File: config.mk
export PLATFORM = sky130hd
export DESIGN_NAME = hover_limit_cycle_gain_learner
export DESIGN_NICKNAME = d
export VERILOG_FILES = /design/src/design/hlcgl_pkg.sv /design/src/design/hlcgl_axis_det.sv /design/src/design/hlcgl_gain_upd.sv /design/src/design/hover_limit_cycle_gain_learner.sv
export VERILOG_INCLUDE_DIRS = /design/src /design/src/design
export SDC_FILE = /design/constraint.sdc
export NUM_CORES = 2
export LEC_CHECK = 0
export BUFFER_PORTS_ARGS = -buffer_cell sky130_fd_sc_hd__buf_4
export CORE_MARGIN = 2
export CORE_UTILIZATION = 65
export DETAILED_ROUTE_END_ITERATION = 12
export PLACE_DENSITY = 0.82
export SLEW_MARGIN = 20
export SYNTH_ARGS = -nofsm -noshare
export SYNTH_HDL_FRONTEND = slang
export SYNTH_SLANG_ARGS = --single-unit
File: constraint.sdc
create_clock -name i_clk -period 20.2 [get_ports i_clk]
set_clock_uncertainty 0.15 [all_clocks]
set_input_delay 4.04 -clock i_clk [delete_from_list [all_inputs] [get_ports i_clk]]
set_output_delay 4.04 -clock i_clk [all_outputs]
set_load 0.01 [all_outputs]
File: src/design/hover_limit_cycle_gain_learner_macros.svh
// Assertion macros shared by the hover gain learner RTL.
// No dependencies; included by the modules that carry assertions.
`ifndef HOVER_LIMIT_CYCLE_GAIN_LEARNER_MACROS_SVH
`define HOVER_LIMIT_CYCLE_GAIN_LEARNER_MACROS_SVH
`ifndef SYNTHESIS
// same-cycle implication
`define HLCGL_ASSERT_IMP(label, clk, rst_n, ante, cons) \
    label: assert property (@(posedge clk) disable iff (!(rst_n)) (ante) |-> (cons)) \
        else $error("hlcgl: same-cycle check failed");
// next-cycle implication
`define HLCGL_ASSERT_NXT(label, clk, rst_n, ante, cons) \
    label: assert property (@(posedge clk) disable iff (!(rst_n)) (ante) |=> (cons)) \
        else $error("hlcgl: next-cycle check failed");
`else
`define HLCGL_ASSERT_IMP(label, clk, rst_n, ante, cons)
`define HLCGL_ASSERT_NXT(label, clk, rst_n, ante, cons)
`endif
`endif

File: src/design/hlcgl_pkg.sv
// Shared widths, constants and types of the hover gain learner.
// No dependencies; imported by every module of the block.
package hlcgl_pkg;

    localparam int ErrW    = 15;
    localparam int DtW     = 16;
    localparam int GainW   = 16;
    localparam int PctW    = 7;
    localparam int CfgW    = 8;
    localparam int PeakW   = 14;
    localparam int TimerW  = 24;
    localparam int RecipW  = 32;
    localparam int ProdW   = DtW + RecipW;

    localparam logic [GainW-1:0] GainOne    = 16'd32768;
    localparam logic [GainW-1:0] GainFloor  = 16'd9830;
    localparam logic [14:0]      GainAttack = 15'd27853;

    localparam logic [PeakW-1:0] PeakMax  = 14'd16383;
    localparam logic [PeakW-1:0] CrossLsb = 14'd32;
    localparam logic [PeakW-1:0] AmplLsb  = 14'd128;

    localparam logic [TimerW-1:0] TimerMax  = 24'hFFFFFF;
    localparam logic [TimerW-1:0] HalfMinUs = 24'd60000;
    localparam logic [TimerW-1:0] HalfMaxUs = 24'd1200000;

    // release divide by 4e6 us: ceil(2^53 / 4e6), rounding bias 2e6 * recip
    localparam logic [RecipW-1:0] RelRecip = 32'd2251799814;
    localparam int                RelShift = 53;
    localparam logic [63:0]       RelBias  = 64'd4503599628000000;

    localparam logic [1:0] SgnNone = 2'd0;
    localparam logic [1:0] SgnPos  = 2'd1;
    localparam logic [1:0] SgnNeg  = 2'd2;

    typedef struct packed {
        logic step;
        logic clear;
    } t_det_cmd;

    typedef struct packed {
        logic [GainW-1:0] gain;
        logic             wb_valid;
        logic [PctW-1:0]  wb_pct;
    } t_gain_res;

endpackage

File: src/design/hlcgl_axis_det.sv
// Zero-crossing detector for one attitude axis: sign, peak and flip timer.
// Depends on hlcgl_pkg.
module hlcgl_axis_det
    import hlcgl_pkg::*;
(
    input  logic                   i_clk,
    input  logic                   i_rst_n,
    input  t_det_cmd               i_cmd,
    input  logic signed [ErrW-1:0] i_err,
    input  logic [DtW-1:0]         i_dt,
    output logic                   o_osc
);

    logic [1:0]        r_sign,  n_sign;
    logic [PeakW-1:0]  r_peak,  n_peak;
    logic [TimerW-1:0] r_tsf,   n_tsf;

    logic [ErrW-1:0]   w_abs;
    logic [PeakW-1:0]  w_mag;
    logic [PeakW-1:0]  w_peak;
    logic [TimerW:0]   w_tsum;
    logic [TimerW-1:0] w_t;
    logic [1:0]        w_nsgn;
    logic              w_neg;
    logic              w_opp;
    logic              w_flip;

    always_comb begin
        w_neg  = i_err[ErrW-1];
        // -16384 wraps to 16384 as unsigned, then saturates
        w_abs  = w_neg ? ErrW'(-i_err) : ErrW'(i_err);
        w_mag  = (w_abs > ErrW'(PeakMax)) ? PeakMax : w_abs[PeakW-1:0];
        w_tsum = {1'b0, r_tsf} + (TimerW+1)'(i_dt);
        w_t    = w_tsum[TimerW] ? TimerMax : w_tsum[TimerW-1:0];
        w_peak = (w_mag > r_peak) ? w_mag : r_peak;
        w_nsgn = w_neg ? SgnNeg : SgnPos;
        w_opp  = ((r_sign == SgnPos) && w_neg)
              || ((r_sign == SgnNeg) && !w_neg && (i_err != '0));
        w_flip = w_opp && (w_mag > CrossLsb);
        o_osc  = i_cmd.step && w_flip
              && (w_t > HalfMinUs) && (w_t < HalfMaxUs) && (w_peak > AmplLsb);
    end

    always_comb begin
        n_sign = r_sign;
        n_peak = r_peak;
        n_tsf  = r_tsf;
        if (i_cmd.clear) begin
            n_sign = SgnNone;
            n_peak = '0;
            n_tsf  = '0;
        end else if (i_cmd.step) begin
            if (r_sign == SgnNone) begin
                n_sign = w_nsgn;
                n_peak = w_peak;
                n_tsf  = w_t;
            end else if (w_flip) begin
                n_sign = w_nsgn;
                n_peak = w_mag;
                n_tsf  = '0;
            end else begin
                n_peak = w_peak;
                n_tsf  = w_t;
            end
        end
    end

    always_ff @(posedge i_clk) begin
        if (!i_rst_n) begin
            r_sign <= SgnNone;
            r_peak <= '0;
            r_tsf  <= '0;
        end else begin
            r_sign <= n_sign;
            r_peak <= n_peak;
            r_tsf  <= n_tsf;
        end
    end

endmodule

File: src/design/hlcgl_gain_upd.sv
// Gain state: load from config, attack on oscillation, release toward 1.0,
// percent writeback on leaving hang. Depends on hlcgl_pkg and the macro header.
`include "hover_limit_cycle_gain_learner_macros.svh"
module hlcgl_gain_upd
    import hlcgl_pkg::*;
(
    input  logic             i_clk,
    input  logic             i_rst_n,
    input  logic             i_cfg_we,
    input  logic [CfgW-1:0]  i_cfg_data,
    input  logic             i_step,
    input  logic             i_active,
    input  logic             i_osc,
    input  logic [ProdW-1:0] i_rel_prod,
    output t_gain_res        o_res
);

    // (p*32768 + 50) / 100 via ceil(2^29 / 100)
    localparam int            LoadNumW  = 22;
    localparam int            LoadShift = 29;
    localparam logic [22:0]   LoadRecip = 23'd5368710;
    localparam logic [LoadNumW-1:0] LoadBias = 22'd50;
    localparam logic [PctW-1:0] PctLo   = 7'd30;
    localparam logic [PctW-1:0] PctHi   = 7'd100;
    localparam logic [CfgW-1:0] PctInit = 8'd100;

    logic [GainW-1:0] r_load_gain, n_load_gain;
    logic [GainW-1:0] r_gain,      n_gain;
    logic             r_loaded,    n_loaded;
    logic             r_was_active, n_was_active;
    logic [CfgW-1:0]  r_stored,    n_stored;

    logic [PctW-1:0]      w_pclamp;
    logic [LoadNumW-1:0]  w_load_num;
    logic [44:0]          w_load_prod;
    logic [GainW-1:0]     w_gcur;
    logic [30:0]          w_att_prod;
    logic [GainW-1:0]     w_att;
    logic [14:0]          w_diff;
    logic [62:0]          w_rel_mul;
    logic [63:0]          w_rel_sum;
    logic [9:0]           w_inc;
    logic [GainW-1:0]     w_rel;
    logic [21:0]          w_pct_prod;
    logic [PctW-1:0]      w_q;
    logic [14:0]          w_r;
    logic                 w_rnd;
    logic [PctW-1:0]      w_lp;
    logic                 w_wb;

    function automatic logic [14:0] w_diff_calc(input logic [GainW-1:0] g);
        logic [GainW-1:0] d;
        d = GainOne - g;
        return d[14:0];
    endfunction

    always_comb begin
        if (i_cfg_data < CfgW'(PctLo)) begin
            w_pclamp = PctLo;
        end else if (i_cfg_data > CfgW'(PctHi)) begin
            w_pclamp = PctHi;
        end else begin
            w_pclamp = i_cfg_data[PctW-1:0];
        end
        w_load_num  = {w_pclamp, 15'd0} + LoadBias;
        w_load_prod = w_load_num * LoadRecip;

        w_gcur = r_loaded ? r_gain : r_load_gain;

        w_att_prod = w_gcur * GainAttack + 31'd16384;
        w_att      = w_att_prod[30:15];

        w_diff    = w_diff_calc(w_gcur);
        w_rel_mul = w_diff * i_rel_prod;
        w_rel_sum = 64'(w_rel_mul) + RelBias;
        w_inc     = w_rel_sum[RelShift +: 10];
        w_rel     = (w_gcur < GainOne) ? (w_gcur + GainW'(w_inc)) : w_gcur;

        // learned percent, round half to even
        w_pct_prod = w_gcur * 7'd100;
        w_q        = w_pct_prod[21:15];
        w_r        = w_pct_prod[14:0];
        w_rnd      = (w_r > 15'd16384) || ((w_r == 15'd16384) && w_q[0]);
        w_lp       = w_q + PctW'(w_rnd);
        w_wb       = i_step && !i_active && r_was_active
                  && ({1'b0, w_lp} != r_stored);
    end

    always_comb begin
        n_load_gain  = r_load_gain;
        n_gain       = r_gain;
        n_loaded     = r_loaded | i_step;
        n_was_active = i_step ? i_active : r_was_active;
        n_stored     = r_stored;
        if (i_cfg_we) begin
            n_load_gain = w_load_prod[LoadShift +: GainW];
            n_stored    = i_cfg_data;
        end else if (w_wb) begin
            n_stored    = {1'b0, w_lp};
        end
        if (i_step) begin
            if (!i_active) begin
                n_gain = w_gcur;
            end else if (i_osc) begin
                n_gain = (w_att < GainFloor) ? GainFloor : w_att;
            end else begin
                n_gain = w_rel;
            end
        end
        o_res.gain     = n_gain;
        o_res.wb_valid = w_wb;
        o_res.wb_pct   = w_wb ? w_lp : '0;
    end

    always_ff @(posedge i_clk) begin
        if (!i_rst_n) begin
            r_load_gain  <= GainOne;
            r_gain       <= GainOne;
            r_loaded     <= 1'b0;
            r_was_active <= 1'b0;
            r_stored     <= PctInit;
        end else begin
            r_load_gain  <= n_load_gain;
            r_gain       <= n_gain;
            r_loaded     <= n_loaded;
            r_was_active <= n_was_active;
            r_stored     <= n_stored;
        end
    end

    `HLCGL_ASSERT_IMP(a_gain_range, i_clk, i_rst_n, r_loaded, (r_gain >= GainFloor) && (r_gain <= GainOne))
    `HLCGL_ASSERT_IMP(a_wb_needs_hang, i_clk, i_rst_n, !r_was_active, !o_res.wb_valid)
    `HLCGL_ASSERT_IMP(a_wb_pct_range, i_clk, i_rst_n, o_res.wb_valid, o_res.wb_pct <= PctHi)
    `HLCGL_ASSERT_NXT(a_step_active, i_clk, i_rst_n, i_step && i_active, r_was_active && r_loaded)

endmodule

File: src/design/hover_limit_cycle_gain_learner.sv
// Top level of the hover limit-cycle gain learner: request registers,
// two axis detectors, gain update. Depends on hlcgl_pkg, hlcgl_axis_det, hlcgl_gain_upd.
//
//  channel   direction  handshake            payload
//  input     in         i_valid / o_ready    pitch, yaw error, dt_us, hang_active
//  result    out        o_valid / i_ready    gain_scale, writeback valid/percent
//  config    in         i_cfg_we             i_cfg_data (stored gain percent)
//
// One request per cycle sustained while results are drained; a taken request lands in
// the request register, then in the result register, which drives o_valid.
// The request register also forms dt_us times the release reciprocal, so the gain
// loop holds one multiply per path. Synchronous active-low reset clears the valid flags
// and the learner state, not the payload registers. A stalled result holds the pipe;
// the request register still takes a request when the result is drained in the same cycle.
module hover_limit_cycle_gain_learner
    import hlcgl_pkg::*;
(
    input  logic                   i_clk,
    input  logic                   i_rst_n,
    input  logic                   i_valid,
    output logic                   o_ready,
    input  logic signed [ErrW-1:0] i_pitch_error,
    input  logic signed [ErrW-1:0] i_yaw_error,
    input  logic [DtW-1:0]         i_dt_us,
    input  logic                   i_hang_active,
    output logic                   o_valid,
    input  logic                   i_ready,
    output logic [GainW-1:0]       o_gain_scale,
    output logic                   o_writeback_valid,
    output logic [PctW-1:0]        o_writeback_percent,
    input  logic                   i_cfg_we,
    input  logic [CfgW-1:0]        i_cfg_data
);

    logic                   r_in_vld;
    logic signed [ErrW-1:0] r_pitch;
    logic signed [ErrW-1:0] r_yaw;
    logic [DtW-1:0]         r_dt;
    logic                   r_act;
    logic [ProdW-1:0]       r_rel_prod;

    logic                   r_out_vld;
    logic [GainW-1:0]       r_gain_scale;
    logic                   r_wb_valid;
    logic [PctW-1:0]        r_wb_pct;

    logic      w_adv;
    logic      w_take;
    logic      w_osc_p;
    logic      w_osc_y;
    t_det_cmd  w_cmd;
    t_gain_res w_res;

    assign w_adv   = r_in_vld && (!r_out_vld || i_ready);
    assign o_ready = !r_in_vld || w_adv;
    assign w_take  = i_valid && o_ready;

    assign w_cmd.step  = w_adv && r_act;
    assign w_cmd.clear = w_adv && !r_act;

    hlcgl_axis_det u_det_pitch (
        .i_clk   (i_clk),
        .i_rst_n (i_rst_n),
        .i_cmd   (w_cmd),
        .i_err   (r_pitch),
        .i_dt    (r_dt),
        .o_osc   (w_osc_p)
    );

    hlcgl_axis_det u_det_yaw (
        .i_clk   (i_clk),
        .i_rst_n (i_rst_n),
        .i_cmd   (w_cmd),
        .i_err   (r_yaw),
        .i_dt    (r_dt),
        .o_osc   (w_osc_y)
    );

    hlcgl_gain_upd u_gain (
        .i_clk      (i_clk),
        .i_rst_n    (i_rst_n),
        .i_cfg_we   (i_cfg_we),
        .i_cfg_data (i_cfg_data),
        .i_step     (w_adv),
        .i_active   (r_act),
        .i_osc      (w_osc_p || w_osc_y),
        .i_rel_prod (r_rel_prod),
        .o_res      (w_res)
    );

    always_ff @(posedge i_clk) begin
        if (!i_rst_n) begin
            r_in_vld  <= 1'b0;
            r_out_vld <= 1'b0;
        end else begin
            if (w_take) begin
                r_in_vld <= 1'b1;
            end else if (w_adv) begin
                r_in_vld <= 1'b0;
            end
            if (w_adv) begin
                r_out_vld <= 1'b1;
            end else if (i_ready) begin
                r_out_vld <= 1'b0;
            end
        end
    end

    always_ff @(posedge i_clk) begin
        if (w_take) begin
            r_pitch    <= i_pitch_error;
            r_yaw      <= i_yaw_error;
            r_dt       <= i_dt_us;
            r_act      <= i_hang_active;
            r_rel_prod <= i_dt_us * RelRecip;
        end
        if (w_adv) begin
            r_gain_scale <= w_res.gain;
            r_wb_valid   <= w_res.wb_valid;
            r_wb_pct     <= w_res.wb_pct;
        end
    end

    assign o_valid             = r_out_vld;
    assign o_gain_scale        = r_gain_scale;
    assign o_writeback_valid   = r_wb_valid;
    assign o_writeback_percent = r_wb_pct;

endmodule

==> reports/metrics.csv <==
stage;metric;value;unit
yosys;most area-hungry cell type in the Yosys netlist;fa_1;
clock_tree;Clock Latency Late Sink;0.62;ns
cells_and_area;Layout area overhead;4.578;%
route;drt wl/cell;20.88;um
timing;Slew @ Worst Pin;1.134;ns
global_route;vias in the first global route;45755;
route;post-route ant nets;0;
die;die extent in y;291.0;um
yosys;post-synthesis register bit count;241;
yosys;sequential-to-total area share from yosys stat;0.1120;
timing;period utilization;0.7582;
cells_and_area;antenna cells;0;
route;vias per cell;6.205;
clock_tree;CTS root buffer;clkbuf_16;
timing;Rel. slew slack;0.2439;
setup_path;slowest stage cell on the critical path;dfxtp_1;
die;I/O pins;86;
timing;Max Fclk;65.29;MHz
yosys;FFs w/ async S/R, synth;0;
placed_design;routability-driven placement congestion ratio;1.020;
route;DR pass1 iterations;8;
timing;fin. max-slew vios;0;
clock_tree;Clock Pin Slew Worst Setup and Hold Paths;0.06;ns
die;Die Width;291.0;um
worst_hold_path;Hold Crit Class;register to register;
die;die area;84690;sq um
yosys;top cells by area, synth;fa_1 (32%), ha_1 (16%), inv_1 (7.1%);
status;status;finished, final reports clean;
placed_design;dpl hpwl;115000;um
setup_path;CP startpoint;u_gain.r_loaded;
clock_tree;post-CTS setup buffers;0;
setup_path;worst path required time;20.40;ns
timing;Final WS setup;4.884;ns
global_route;GRT Total Usage;0.3512;
cells_and_area;Final #Nets;7494;
setup_path;crit end category;register;
yosys;Syn. warnings;0;
yosys;ys flop type;dfxtp_1;
route;Iteration-0 DRC Markers;3197;
clock_tree;post-cts sizing count;0;
global_route;pin count of the biggest net entering global routing;81;
clock_tree;H-tree depth;1;
setup_path;Worst R2R Path Depth;48;
clock_tree;CTS Buf Count;29;
yosys;Commonest cells post-synth;inv_1 (1017), fa_1 (861), ha_1 (675);
setup_path;CP most frequent cell;fa_1;
setup_path;FF-to-FF Start;u_gain.r_loaded;
placed_design;pre-CTS setup slack;5.401;ns
setup_path;CP peak stage delay;1.04;ns
setup_path;WS Path Type;register to register;
die;initial core utilization;0.6542;
timing;setup TNS;0;ns
yosys;Distinct cells, synth;100;
clock_tree;Post-CTS Hold Buffers;0;
clock_tree;clock sink count;241;
yosys;synthesized netlist net count;7590;
global_route;GRT overflow;0;
yosys;number of synthesized flops with an enable pin;117;
setup_path;Arr. time, crit path;15.51;ns
worst_hold_path;hold path startpoint;u_det_yaw.r_tsf[9];
setup_path;Setup crit start kind;register;
global_route;first-pass GRT wire length;238300;um
clock_tree;TritonCTS clock tree;built;
die;Placement Rows;105;
cells_and_area;Layout fillers;6351;
yosys;most common cell in the netlist;inv_1;
yosys;synthesized area;53540;sq um
timing;minimum clock period;15.32;ns
route;vias;43381;
route;final wirelength;146000;um
die;Core ar.;81850;sq um
flow_run;Max-Cap Viols;0;
yosys;Synth top area share;0.3219;
cells_and_area;layout cells sized above 1;0.04222;
route;DR DRC count;0;
placed_design;dpl cell area;54970;sq um
timing;final number of hold-violating endpoints;0;
clock_tree;clk buf depth;3;
setup_path;crit path to;o_gain_scale[14];
cells_and_area;fin util;0.6841;
yosys;Avg Inst Size Synth;8.933;sq um
placed_design;port buffer count;85;
cells_and_area;final non-filler cell area;56000;sq um
setup_path;crit path max fanout;47;
timing;unrepaired setup endpoints after global routing;no;
setup_path;R2R setup slack;4.88;ns
yosys;Cells after Synth;5994;
setup_path;RR Endpoint;o_gain_scale[14];
global_route;antenna violations before repair;1;
timing;Final Setup Violations;0;
-- metrics by stage --
step                      hold WS [ns]  std cells
after global placement          0.2923       6937
after floorplan                 0.2856       5994
after detailed placement        0.2986       6937
after global routing            0.3216       6991
final                           0.3043       6991
after CTS                       0.3071       6991
-- layout by cell type, fill, tap and decap left out, types with 81 or more instances in the layout --
master / Yosys / layout
edfxtp_1: 117 / 117
fa_1: 861 / 861
a21oi_1: 283 / 282
dfxtp_1: 124 / 124
ha_1: 675 / 675
nand2_1: 656 / 655
nor3_1: 92 / 92
xnor2_1: 131 / 118
nand3_1: 106 / 106
inv_1: 1017 / 1017
o21ai_0: 152 / 152
nor2_1: 291 / 289
nor2b_1: 81 / 81
and2_1: 257 / 256
a21o_1: 83 / 83
buf_4: 1 / 120
-- critical path, delay by kind of cell (launching register included) --
family / cells / cell delay (ns)
mux: 1 / 0.76
flops: 1 / 1.04
fa+ha+maj: 9 / 4.40
xor+xnor: 2 / 0.33
simple gates: 12 / 3.25
buf+inv: 6 / 0.75
compound gates: 18 / 4.37
-- kinds of logic (layout without fill, tap and decap cells) --
logic type | Yosys count | in the layout | share of synthesized area
xor+xnor | 185 | 185 | 0.03054
mux | 66 | 66 | 0.01257
simple gates | 1767 | 1767 | 0.1617
compound gates | 932 | 932 | 0.1142
flops | 241 | 241 | 0.1120
buf+inv | 1266 | 1193 | 0.08922
fa+ha+maj | 1537 | 1537 | 0.4798
-- cell type report --
cell class	count	area, sq um	area share
multi-input combinational	4487	42910	0.7664
clock inverter	20	275.3	0.004916
timing repair buffer	120	900.9	0.01609
tap	1070	1339	0.02391
sequential	241	5996	0.1071
clock buffer	34	744.5	0.01330
inverter	1019	3825	0.06831
-- state kept, by name, summed over array words and instances (netlist names) --
| signal | cells |
|---|---|
| u_gain.r_loaded | 1 |
| r_act | 1 |
| o_writeback_percent | 7 |
| u_det_yaw.r_tsf | 24 |
| o_valid | 1 |
| u_gain.r_was_active | 1 |
| u_gain.r_gain | 16 |
| u_det_yaw.r_sign | 2 |
| u_gain.r_load_gain | 16 |
| r_pitch | 15 |
| r_dt | 16 |
| r_in_vld | 1 |
| u_det_pitch.r_peak | 14 |
| u_det_pitch.r_tsf | 24 |
| o_gain_scale | 16 |
| u_det_pitch.r_sign | 2 |
| u_gain.r_stored | 8 |
| u_det_yaw.r_peak | 14 |
| r_yaw | 15 |
| r_rel_prod | 46 |
| o_writeback_valid | 1 |
-- worst min path at each step --
stage	cells after the start	endpoint
2_1_floorplan	2	u_det_yaw.r_tsf[12]
3_3_place_gp	2	u_det_yaw.r_tsf[4]
3_5_place_dp	2	u_det_yaw.r_tsf[13]
4_1_cts	2	u_det_yaw.r_tsf[13]
5_1_grt	2	u_det_pitch.r_tsf[6]
6_report	2	u_det_yaw.r_tsf[9]
-- metal layers --
metal / wire length [um] / global-route usage / share of wire
met1: 54160 / 0.4260 / 0.37
met2: 71350 / 0.6066 / 0.49
met3: 11020 / 0.04971 / 0.075
met4: 9471 / 0.1901 / 0.065
met5: 0 / 0 / 0
Power is left out: the tool's default activity adds up to more than one toggle a clock period on the data nets, which glitch-free logic cannot reach.
